### src/hw/rtl/dmachk_pkg.sv
`timescale 1ns / 1ps
`default_nettype none
// ----------------------------------------------------------------------------
// DMA channel register checker package
// Shared types and fixed constants of the channel register front end.
// ----------------------------------------------------------------------------
package dmachk_pkg;

	// Operation codes of an input transfer.
	localparam logic [1:0] OP_WRITE = 2'd0;
	localparam logic [1:0] OP_READ  = 2'd1;
	localparam logic [1:0] OP_DONE  = 2'd2;
	localparam logic [1:0] OP_NONE  = 2'd3;

	// Register select codes.
	localparam logic [2:0] REG_TARGET    = 3'd0;
	localparam logic [2:0] REG_SYSTEM    = 3'd1;
	localparam logic [2:0] REG_LENGTH    = 3'd2;
	localparam logic [2:0] REG_DIRECTION = 3'd3;
	localparam logic [2:0] REG_ENABLE    = 3'd4;
	localparam logic [2:0] REG_START     = 3'd5;
	localparam logic [2:0] REG_SUSPEND   = 3'd6;
	localparam logic [2:0] REG_PROTECT   = 3'd7;

	// Legal address areas (address bits 28..26).
	localparam logic [2:0] AREA_TGT_A = 3'd0;
	localparam logic [2:0] AREA_TGT_B = 3'd5;
	localparam logic [2:0] AREA_SYS_A = 3'd1;
	localparam logic [2:0] AREA_SYS_B = 3'd3;

	localparam logic [31:0] ADDR_MASK    = 32'h1FFF_FFE0;
	localparam logic [15:0] PROT_KEY     = 16'h4659;
	localparam logic [14:0] PROT_MASK    = 15'h7f7f;
	localparam logic [14:0] PROT_RESET   = 15'h7f00;
	localparam logic [31:0] WIN_LO_BASE  = 32'h0800_0000;
	localparam logic [31:0] WIN_HI_BASE  = 32'h080f_ffe0;
	localparam logic [31:0] SUSP_IDLE    = 32'h0000_0010;
	localparam logic [31:0] DIR_SWAP     = 32'd1;
	localparam logic [31:0] ENABLE_ON    = 32'd1;

	typedef struct packed {
		logic [31:0] target_addr;
		logic [31:0] system_addr;
		logic [31:0] length_reg;
		logic [31:0] direction;
		logic [31:0] enable_flag;
		logic [1:0]  start_status;
		logic [31:0] suspend_reg;
		logic [14:0] protect_window;
	} dmachk_state_t;

	typedef struct packed {
		logic [31:0] read_data;
		logic        copy_valid;
		logic [31:0] copy_src;
		logic [31:0] copy_dst;
		logic [30:0] copy_len;
		logic        irq_done;
		logic        irq_illegal_addr;
		logic        irq_overrun;
	} dmachk_result_t;

endpackage
`default_nettype wire

### src/hw/rtl/dmachk_exec.sv
`timescale 1ns / 1ps
`default_nettype none
// ----------------------------------------------------------------------------
// DMA channel register checker: transfer evaluation
// Computes the next register state and the result of one input transfer.
// ----------------------------------------------------------------------------
module dmachk_exec import dmachk_pkg::*; #(
	parameter int unsigned SHORT_LEN = 128
) (
	input  logic           strict_checks,
	input  dmachk_state_t  cur,
	input  logic [1:0]     op,
	input  logic [2:0]     reg_sel,
	input  logic [31:0]    write_data,
	input  logic           done_irq_pending,
	output dmachk_state_t  nxt,
	output dmachk_result_t res
);

	logic [30:0] len;
	logic [31:0] win_lo;
	logic [31:0] win_hi;
	logic [31:0] src_end;
	logic [2:0]  wr_area;
	logic [2:0]  tgt_area;
	logic [2:0]  sys_area;
	logic        wr_tgt_ok;
	logic        wr_sys_ok;
	logic        tgt_ok;
	logic        sys_ok;
	logic        src_in;
	logic        end_in;
	logic        start_go;
	logic        finish_now;

	always_comb begin
		len      = cur.length_reg[30:0];
		win_lo   = WIN_LO_BASE | {5'd0, cur.protect_window[14:8], 20'd0};
		win_hi   = WIN_HI_BASE | {5'd0, cur.protect_window[6:0], 20'd0};
		src_end  = cur.system_addr + {1'b0, len} - 32'd1;
		wr_area  = write_data[28:26];
		tgt_area = cur.target_addr[28:26];
		sys_area = cur.system_addr[28:26];

		wr_tgt_ok = !strict_checks || wr_area == AREA_TGT_A || wr_area == AREA_TGT_B;
		wr_sys_ok = !strict_checks || wr_area == AREA_SYS_A || wr_area == AREA_SYS_B;
		tgt_ok    = !strict_checks || tgt_area == AREA_TGT_A || tgt_area == AREA_TGT_B;
		sys_ok    = !strict_checks || sys_area == AREA_SYS_A || sys_area == AREA_SYS_B;
		src_in    = !strict_checks ||
			(cur.system_addr >= win_lo && cur.system_addr <= win_hi);
		end_in    = !strict_checks || (src_end >= win_lo && src_end <= win_hi);

		start_go = write_data[0] && !cur.start_status[0] && cur.enable_flag == ENABLE_ON;

		nxt        = cur;
		res        = '0;
		finish_now = 1'b0;

		unique case (op)
			OP_WRITE: begin
				unique case (reg_sel)
					REG_TARGET: begin
						nxt.target_addr      = write_data & ADDR_MASK;
						res.irq_illegal_addr = !wr_tgt_ok;
					end
					REG_SYSTEM: begin
						nxt.system_addr      = write_data & ADDR_MASK;
						res.irq_illegal_addr = !wr_sys_ok;
					end
					REG_LENGTH:    nxt.length_reg  = write_data;
					REG_DIRECTION: nxt.direction   = write_data;
					REG_ENABLE:    nxt.enable_flag = write_data;
					REG_START: begin
						if (start_go) begin
							if (!sys_ok || !tgt_ok) begin
								nxt.start_status     = 2'd0;
								nxt.enable_flag      = '0;
								res.irq_illegal_addr = 1'b1;
							end else if (!src_in || !end_in) begin
								nxt.start_status = 2'd0;
								nxt.enable_flag  = '0;
								res.irq_overrun  = 1'b1;
							end else begin
								res.copy_valid = 1'b1;
								res.copy_len   = len;
								if (cur.direction == DIR_SWAP) begin
									res.copy_src = cur.target_addr;
									res.copy_dst = cur.system_addr;
								end else begin
									res.copy_src = cur.system_addr;
									res.copy_dst = cur.target_addr;
								end
								nxt.start_status = 2'd1;
								nxt.suspend_reg  = cur.suspend_reg & ~SUSP_IDLE;
								finish_now       = len <= 31'(SHORT_LEN);
							end
						end
					end
					REG_SUSPEND: nxt.suspend_reg = write_data;
					REG_PROTECT: begin
						if (write_data[31:16] == PROT_KEY) begin
							nxt.protect_window = write_data[14:0] & PROT_MASK;
						end
					end
					default: ;
				endcase
			end
			OP_READ: begin
				unique case (reg_sel)
					REG_TARGET:    res.read_data = cur.target_addr;
					REG_SYSTEM:    res.read_data = cur.system_addr;
					REG_LENGTH:    res.read_data = cur.length_reg;
					REG_DIRECTION: res.read_data = cur.direction;
					REG_ENABLE:    res.read_data = cur.enable_flag;
					REG_START: begin
						// A pending done interrupt makes the channel look busy once more.
						if (done_irq_pending && !cur.start_status[1]) begin
							nxt.start_status = cur.start_status | 2'b10;
							res.read_data    = 32'd1;
						end else begin
							nxt.start_status = {1'b0, cur.start_status[0]};
							res.read_data    = {31'd0, cur.start_status[0]};
						end
					end
					REG_SUSPEND: res.read_data = cur.suspend_reg;
					default:     res.read_data = '0;
				endcase
			end
			OP_DONE: finish_now = cur.start_status[0];
			default: ;
		endcase

		// Completion only happens on a start or a done event, so the
		// addresses here have not been written in the same transfer.
		if (finish_now) begin
			nxt.enable_flag  = {31'd0, ~cur.length_reg[31]};
			nxt.system_addr  = cur.system_addr + {1'b0, len};
			nxt.target_addr  = cur.target_addr + {1'b0, len};
			nxt.start_status = 2'd0;
			nxt.length_reg   = '0;
			nxt.suspend_reg  = nxt.suspend_reg | SUSP_IDLE;
			res.irq_done     = 1'b1;
		end
	end

endmodule
`default_nettype wire

### config.mk
export PLATFORM = sky130hd
export DESIGN_NAME = dmachk_exec
export DESIGN_NICKNAME = d
export VERILOG_FILES = /design/src/hw/rtl/dmachk_pkg.sv /design/src/hw/rtl/dmachk_exec.sv
export SDC_FILE = /design/constraint.sdc
export NUM_CORES = 1
export LEC_CHECK = 0
export ABC_AREA = 1
export BUFFER_PORTS_ARGS = -buffer_cell sky130_fd_sc_hd__buf_2
export CORE_AREA = 2 2 229 231
export DETAILED_ROUTE_END_ITERATION = 10
export DIE_AREA = 0 0 231 233
export SLEW_MARGIN = 20
export SYNTH_ARGS = -nofsm -noshare
export SYNTH_HDL_FRONTEND = slang
export SYNTH_SLANG_ARGS = --single-unit
### constraint.sdc
create_clock -name vclk -period 6.3
set_input_delay 0.315 -clock vclk [all_inputs]
set_output_delay 0.315 -clock vclk [all_outputs]
set_load 0.1 [all_outputs]
### After elaboration in Yosys (flattened, before gate mapping)

Index checks and enable logic that the tools add are counted.

* output and inout port bits: 340
* logic and storage cells: 101
* register bits after elaboration: 0
* input port bits: 248

* reduce and logical (&&, ||, !) cells: 30
* multiplexer cells: 44
* add/subtract/negate cells: 3
* magnitude comparators: 5
* bitwise logic cells: 1
* equality and inequality tests: 18

Operator list (number)
* $mux W96: 6
* $pmux W32 S7: 1
* $mux W32: 6
* $mux W160: 1
* $mux W66: 2
* $pmux W32 S2: 2
* $add A32 B31 Y32: 2
* $eq A32 B1 Y1 const B: 2
* $ge A32 B28 Y1: 2
* $le A32 B28 Y1: 2
* $mux W64: 1
* $mux W47: 1
* $mux W34: 1
* $sub A32 B1 Y32 const B: 1
* $le A31 B8 Y1 const B: 1
* $mux W15: 2
* $eq A3 B3 Y1 const B: 6
* $eq A16 B15 Y1 const B: 1
* $eq A3 B2 Y1 const B: 4
* $logic_or A1 B1 Y1: 12
* $mux W1: 11
* $mux W2: 5
* $mux W5: 2
* $eq A3 B1 Y1 const B: 3
* other kinds (10): 24

### Longest topological paths before layout

Gate-level depths: netlist (run 1).

* depth after elaboration: 13
* gate-level depth with buffers: 43
* depth with buffers taken out: 41

### Least setup slack after synthesis (run 1)

OpenSTA, ideal clock, no wires.

* kind: in2out
* start: in cur[113] (netlist bit)
* end: out res[0] (netlist bit)
* arrival: 6.732 ns
* buffers on the path: 0
* required time: 5.985 ns
* path slack: -0.747 ns
* stages on the path: 33
* cell sequence: ha_1 -> inv_1 -> fa_1 -> ha_1 -> inv_1 -> nor2_1 -> nand3_1 -> nor2_1 -> nand2_1 -> nor2_1 -> nand3_2 -> nor2_4 -> nand2_1 -> nor3_1 -> xor2_1 -> inv_1 -> ha_1 -> nand2_1 -> nor2_1 -> nand2_1 -> nor2_1 -> nand4_1 -> nor2_1 -> nand2_1 -> nor2_1 -> nand3_1 -> nand2_1 -> nand2_1 -> nand2_1 -> nand2_1 -> nand2_1 -> nand2_2 -> nor4_1

RTL lines
* start, declared: line dmachk_exec.sv:11 `input dmachk_state_t cur,`
* end, declared: line dmachk_exec.sv:17 `output dmachk_result_t res`

==> impl_metrics.toml, run 1 <==
[floorplanning]
die_w_microns = 231
core.rowCount = 83
ioPinCount = 588
core-area_sq_mm = 0.0511
die_height_microns = 233
initial_utilization_pct = 23.6
die_area_sq_mm = 0.0538

[grt]
antenna_violations_before_repair = 29
globalRouteTotalUtil_pct = 36.4
grt_start_max_net_pins = 129
grt_pass1_wl_microns = 141000
gr-total-overflow = 0
vias_in_the_first_global_route = 18500

[clocking]
holdBufCountCts = 0

[routing]
detail_route.vias_per_cell = 5.55
vias = 20700
postRouteAntennaNets = 0
detailed_route_iter0_violations = 2672
1st_pass_router_iterations = 6
post_drt_wl_per_cell_microns = 28.2
drcViolationCount = 0
drt-total-wl_microns = 105000

[setup_path]
crit_path_frequent_cell = "nand2_1"
worst_setup_path_start_kind = "primary input"
critical_path_required_ns = 5.98
critPathCaptureType = "output pin"
timing.critical_path.fanout_max = 37
critical-path-slowest-cell = "ha_2"
crit_type = "in -> out"
critPathMaxStageDelay_ns = 0.35
cp_data_arrival_time_ns = 5.57
startpoint = "cur[115]"

[finish]
areaGrowthSynthToFinish_pct = 68.2
area_of_combinational_cells_with_multiple_inputs_sq_mm = 0.0108
mostFrequentLayoutCell = "nand2_1"
clock_buffers = 0
seq_cells = 0
layout.cell_area.non_filler_sq_mm = 0.0203
finish.net_count = 3377
fillCellCount = 5652
layout-drive-gt1-share_pct = 29.3
area.sequential_sq_um = 0
highest_count_cells_in_the_layout_ignoring_fill_and_taps = "747 x nand2_1, 362 x buf_2, 299 x inv_1"

[power_and_ir_drop]
cellPowerDensity_mw_per_mm2 = 130
vdd.ir_drop.worst_mv = 0.0744
leakagePower_nw = 10.2

[sta]
hold_viol = 0
setup_ws_ns = 0.418
rsz_0062_raised_after_global_routing = "yes"
worst_slew_margin_rel_pct = 31.5
tightestPinTransition_ns = 1.01
period_needed_ns = 5.88
timing.final.crit_share_pct = 93.4
timing.final.setup_violations = 0
maxClockFrequency_mhz = 170
drv_slew = 0

[synth]
synth_warnings = 0
ys_seq_area_share_pct = 0
synth.lib_cells_used.distinct = 55
post_syn_nets = 2777
cells_after_synth = 2435
synth.top_cells.by_area = "nand2_1 24%, ha_1 9.5%, inv_1 9.4%"
netlist_area_sq_mm = 0.0121
syn_avg_cell_area_sq_um = 4.96
yosys.area.top_type_share_pct = 23.6
yosys.area.top_type = "nand2_1"

[min_path]
hold_path_end = "nxt[55]"
holdCritStartpoint = "cur[55]"
hold_path_class = "in -> out"
hold_path_depth = 4

[outcome]
result_of_the_run = "completed"

[placement]
portBuffers = 588
placement.cell_area_sq_mm = 0.0196
hpwl_microns = 87100
pre_cts_slack_ns = 0.0781
place_congestion = 1.05

[flow_run]
cap_viol_max_count = 0
## metal layers
layer	track usage (%)	wire length, microns	vias up
met5	0	105	-
met4	17.1	5860	16
met3	7.70	11400	266
met2	56.9	45800	1499
met1	47.5	41900	9608
li1	-	-	9298
## area by class of cell
type | count | area share (%)
multi-input combinational | 2015 | 53.3
timing repair buffer | 707 | 36.5
inverter | 311 | 5.81
tap | 680 | 4.19
antenna | 15 | 0.185
## worst max-delay path by stage
stage,end,cells after the start
2_1_floorplan,res[80],33
3_3_place_gp,nxt[201],41
3_5_place_dp,nxt[201],42
4_1_cts,nxt[201],42
5_1_grt,nxt[200],42
6_report,res[86],33
## critical path: cells and delay by family
kind	cells	cell delay (ns)
AO/OA/AOI/OAI	1	0.28
XOR/XNOR	1	0.16
AND/OR/NAND/NOR	20	2.62
adder cells (fa/ha/maj)	2	0.66
buffers and inverters	9	1.50
## power by group
group                total, W  switching [W]    internal [W]
registers                   0              0               0
logic                 0.00263        0.00191        0.000720
clock network  0.000000000324              0  0.000000000324
## through the flow
stage / TNS (ns) / instances / power (W) / hold WS (ns) / util, %
floorplan: -19.39 / 2435 / 0.00155 / 0.912 / -
global placement: 0 / 3693 / 0.00252 / 1.07 / 38.4
detailed placement: 0 / 3693 / 0.00251 / 1.07 / 38.4
CTS: 0 / 3693 / 0.00252 / 1.07 / 38.4
global route: -0.0469 / 3728 / 0.00273 / 1.08 / 39.7
finish: 0 / 3728 / 0.00263 / 1.07 / 39.7
## what timing repair did
action                                  4_1_cts  5_1_grt
setup buffers                                 0       16
resized for setup                             0      112
endpoints found under the setup margin        0      229
## kinds of logic (layout without fill, tap and decap cells)
family / after synthesis / after routing / synth area share, %
compound gates: 586 / 586 / 27.7
xor+xnor: 39 / 39 / 2.83
fa+ha+maj: 94 / 94 / 9.87
buf+inv: 420 / 1018 / 14.1
other cells: 0 / 15 / 0
simple gates: 1296 / 1296 / 45.5
## synth_stat cells, types with 3 or more instances
master / count
buf_4: 4
and2_1: 6
o22ai_1: 16
xnor2_1: 7
nand4_1: 45
nand2_2: 20
nor2_2: 5
o21a_1: 3
o21ai_1: 52
a211oi_1: 46
a31oi_1: 14
inv_2: 5
o21bai_1: 5
clkinv_1: 4
o211ai_1: 3
a41oi_1: 20
a221oi_1: 19
inv_1: 301
or4_1: 3
nor2_4: 6
nor2_1: 260
or2_2: 23
nand2_1: 760
xor2_1: 32
a21boi_0: 4
buf_2: 10
nor3_1: 19
buf_6: 11
a21oi_1: 168
nand3b_1: 5
o21ai_2: 12
nand3_2: 6
clkbuf_1: 82
o21ai_0: 215
nand3_1: 101
nor4_1: 28
ha_1: 92
Power figures use the tool's default switching activity.
==> inputs of run 2 (changes only) <==
Clock period 6.3 ns to 6.1 ns, I/O delays scaled along.
==> run 2 against run 1 <==
First-iteration DRC count is 1.3% higher. Die area stayed put. Sequential share of layout area stayed put. Via count is 0.32% higher. Critical path depth is 9 higher. Combinational power is 4% higher. Total power is 4.0% higher. Wire length is 7.4% lower. Flip-flop and latch count stayed put. Critical endpoint is now nxt[158].
==> impl_metrics.toml, run 2 (synthesis gave the netlist of run 1 again) <==
[finish]
layout-drive-gt1-share_pct = 32.5
area.sequential_sq_um = 0
final_cell_count_no_fill = 3774
clock_buffers = 0
areaGrowthSynthToFinish_pct = 76.0
highest_count_cells_in_the_layout_ignoring_fill_and_taps = "741 x nand2_1, 356 x buf_2, 297 x inv_1"
mostFrequentLayoutCell = "nand2_1"
final_core_util_pct = 41.6
finish.net_count = 3418
seq_cells = 0

[grt]
antenna_violations_before_repair = 30
globalRouteTotalUtil_pct = 33.1
gr-total-overflow = 0
grt_pass1_wl_microns = 130000
vias_in_the_first_global_route = 18300
grt_start_max_net_pins = 129

[floorplanning]
ioPinCount = 588
core.rowCount = 83
die_area_sq_mm = 0.0538
die_w_microns = 231
core-area_sq_mm = 0.0511
die_height_microns = 233
initial_utilization_pct = 23.6

[setup_path]
cp_data_arrival_time_ns = 5.49
timing.critical_path.fanout_max = 6
cp_num_cells = 42
critical_path_required_ns = 5.79
critPathCaptureType = "output pin"
cp_top_family = "simple AND/OR/NAND/NOR gates"
critical-path-slowest-cell = "ha_1"
worst-path-buf-inv = 8
critPathMaxStageDelay_ns = 0.29
crit_type = "in -> out"
worst_setup_path_start_kind = "primary input"

[routing]
postRouteAntennaNets = 0
drt-total-wl_microns = 97300
post_drt_wl_per_cell_microns = 25.8
1st_pass_router_iterations = 6
detailed_route_iter0_violations = 2706
vias = 20800
drcViolationCount = 0
detail_route.vias_per_cell = 5.50

[power_and_ir_drop]
cellPowerDensity_mw_per_mm2 = 129
p_clk_share_pct = 0
seq_power_share_pct = 0
leakagePower_nw = 10.5
swShare_pct = 71.3
power.combinational.fraction_pct = 100.0
vdd.ir_drop.worst_mv = 0.0529
report.power.total_w = 0.00274
netSwitchingPower_w = 0.00195
cell_internal_pwr_w = 0.000786

[sta]
worst_slew_margin_rel_pct = 26.1
period_needed_ns = 5.79
timing.final.crit_share_pct = 94.9
drv_slew = 0
hold_viol = 0
timing.final.setup_violations = 0
rsz_0062_raised_after_global_routing = "yes"
worst_hold_slack_ns = 1.03
tightestPinTransition_ns = 1.11
maxClockFrequency_mhz = 173
fin_setup_tns_ns = 0

[clocking]
holdBufCountCts = 0

[placement]
place_congestion = 1.05
placed_cells_incl_taps = 3727
portBuffers = 588
hpwl_microns = 80600

[outcome]
result_of_the_run = "completed"

[min_path]
hold_path_class = "in -> out"
hold_path_depth = 4

[flow_run]
cap_viol_max_count = 0
==> run 2: tightest hold or removal path: cells and delay by family <==
kind / cells / cell delay (ns)
compound gates: 1 / 0.07
buf+inv: 2 / 0.28
simple gates: 1 / 0.07
==> run 2: final timing paths <==
path / start / to
worst min-delay path: cur[64] / nxt[64]
worst max-delay path: cur[146] / nxt[158]
==> run 2: layout make-up <==
cell class                 count  area (sq um)
multi-input combinational   2015         11200
tap                          680           851
antenna                       20          50.0
fill                        5446         29800
timing repair buffer         748          7980
inverter                     311          1180
==> run 2: what timing repair did <==
action	CTS	global route
gates resized for setup	0	188
buffers inserted	0	15
setup endpoints to repair	0	229
==> run 2: power by group through the flow <==
stage / clock network (W) / logic (W) / registers (W)
floorplan: 0 / 0.00161 / 0
global placement: 0 / 0.00258 / 0
detailed placement: 0 / 0.00257 / 0
CTS: 0 / 0.00258 / 0
global route: 0.000000000309 / 0.00285 / 0
finish: 0.000000000424 / 0.00274 / 0
==> run 2: per-stage QoR <==
stage / cell area, sq um / worst slack, ns
finish: 21200 / 0.308
global placement: 20000 / 0.114
floorplan: 12200 / -0.719
detailed placement: 20000 / 0.0636
CTS: 20000 / 0.0362
global route: 21200 / -0.0715
==> run 2: per-layer routing <==
layer  GRT usage (%)  wire length [microns]  up-vias  share of wire [%]
met5               0                    142        -               0.15
met4            17.0                   6320       22                6.5
met3            7.18                  10500      311                 11
met2            53.6                  43600     1426                 45
met1            41.2                  36700     9608                 38
li1                -                      -     9387                  -
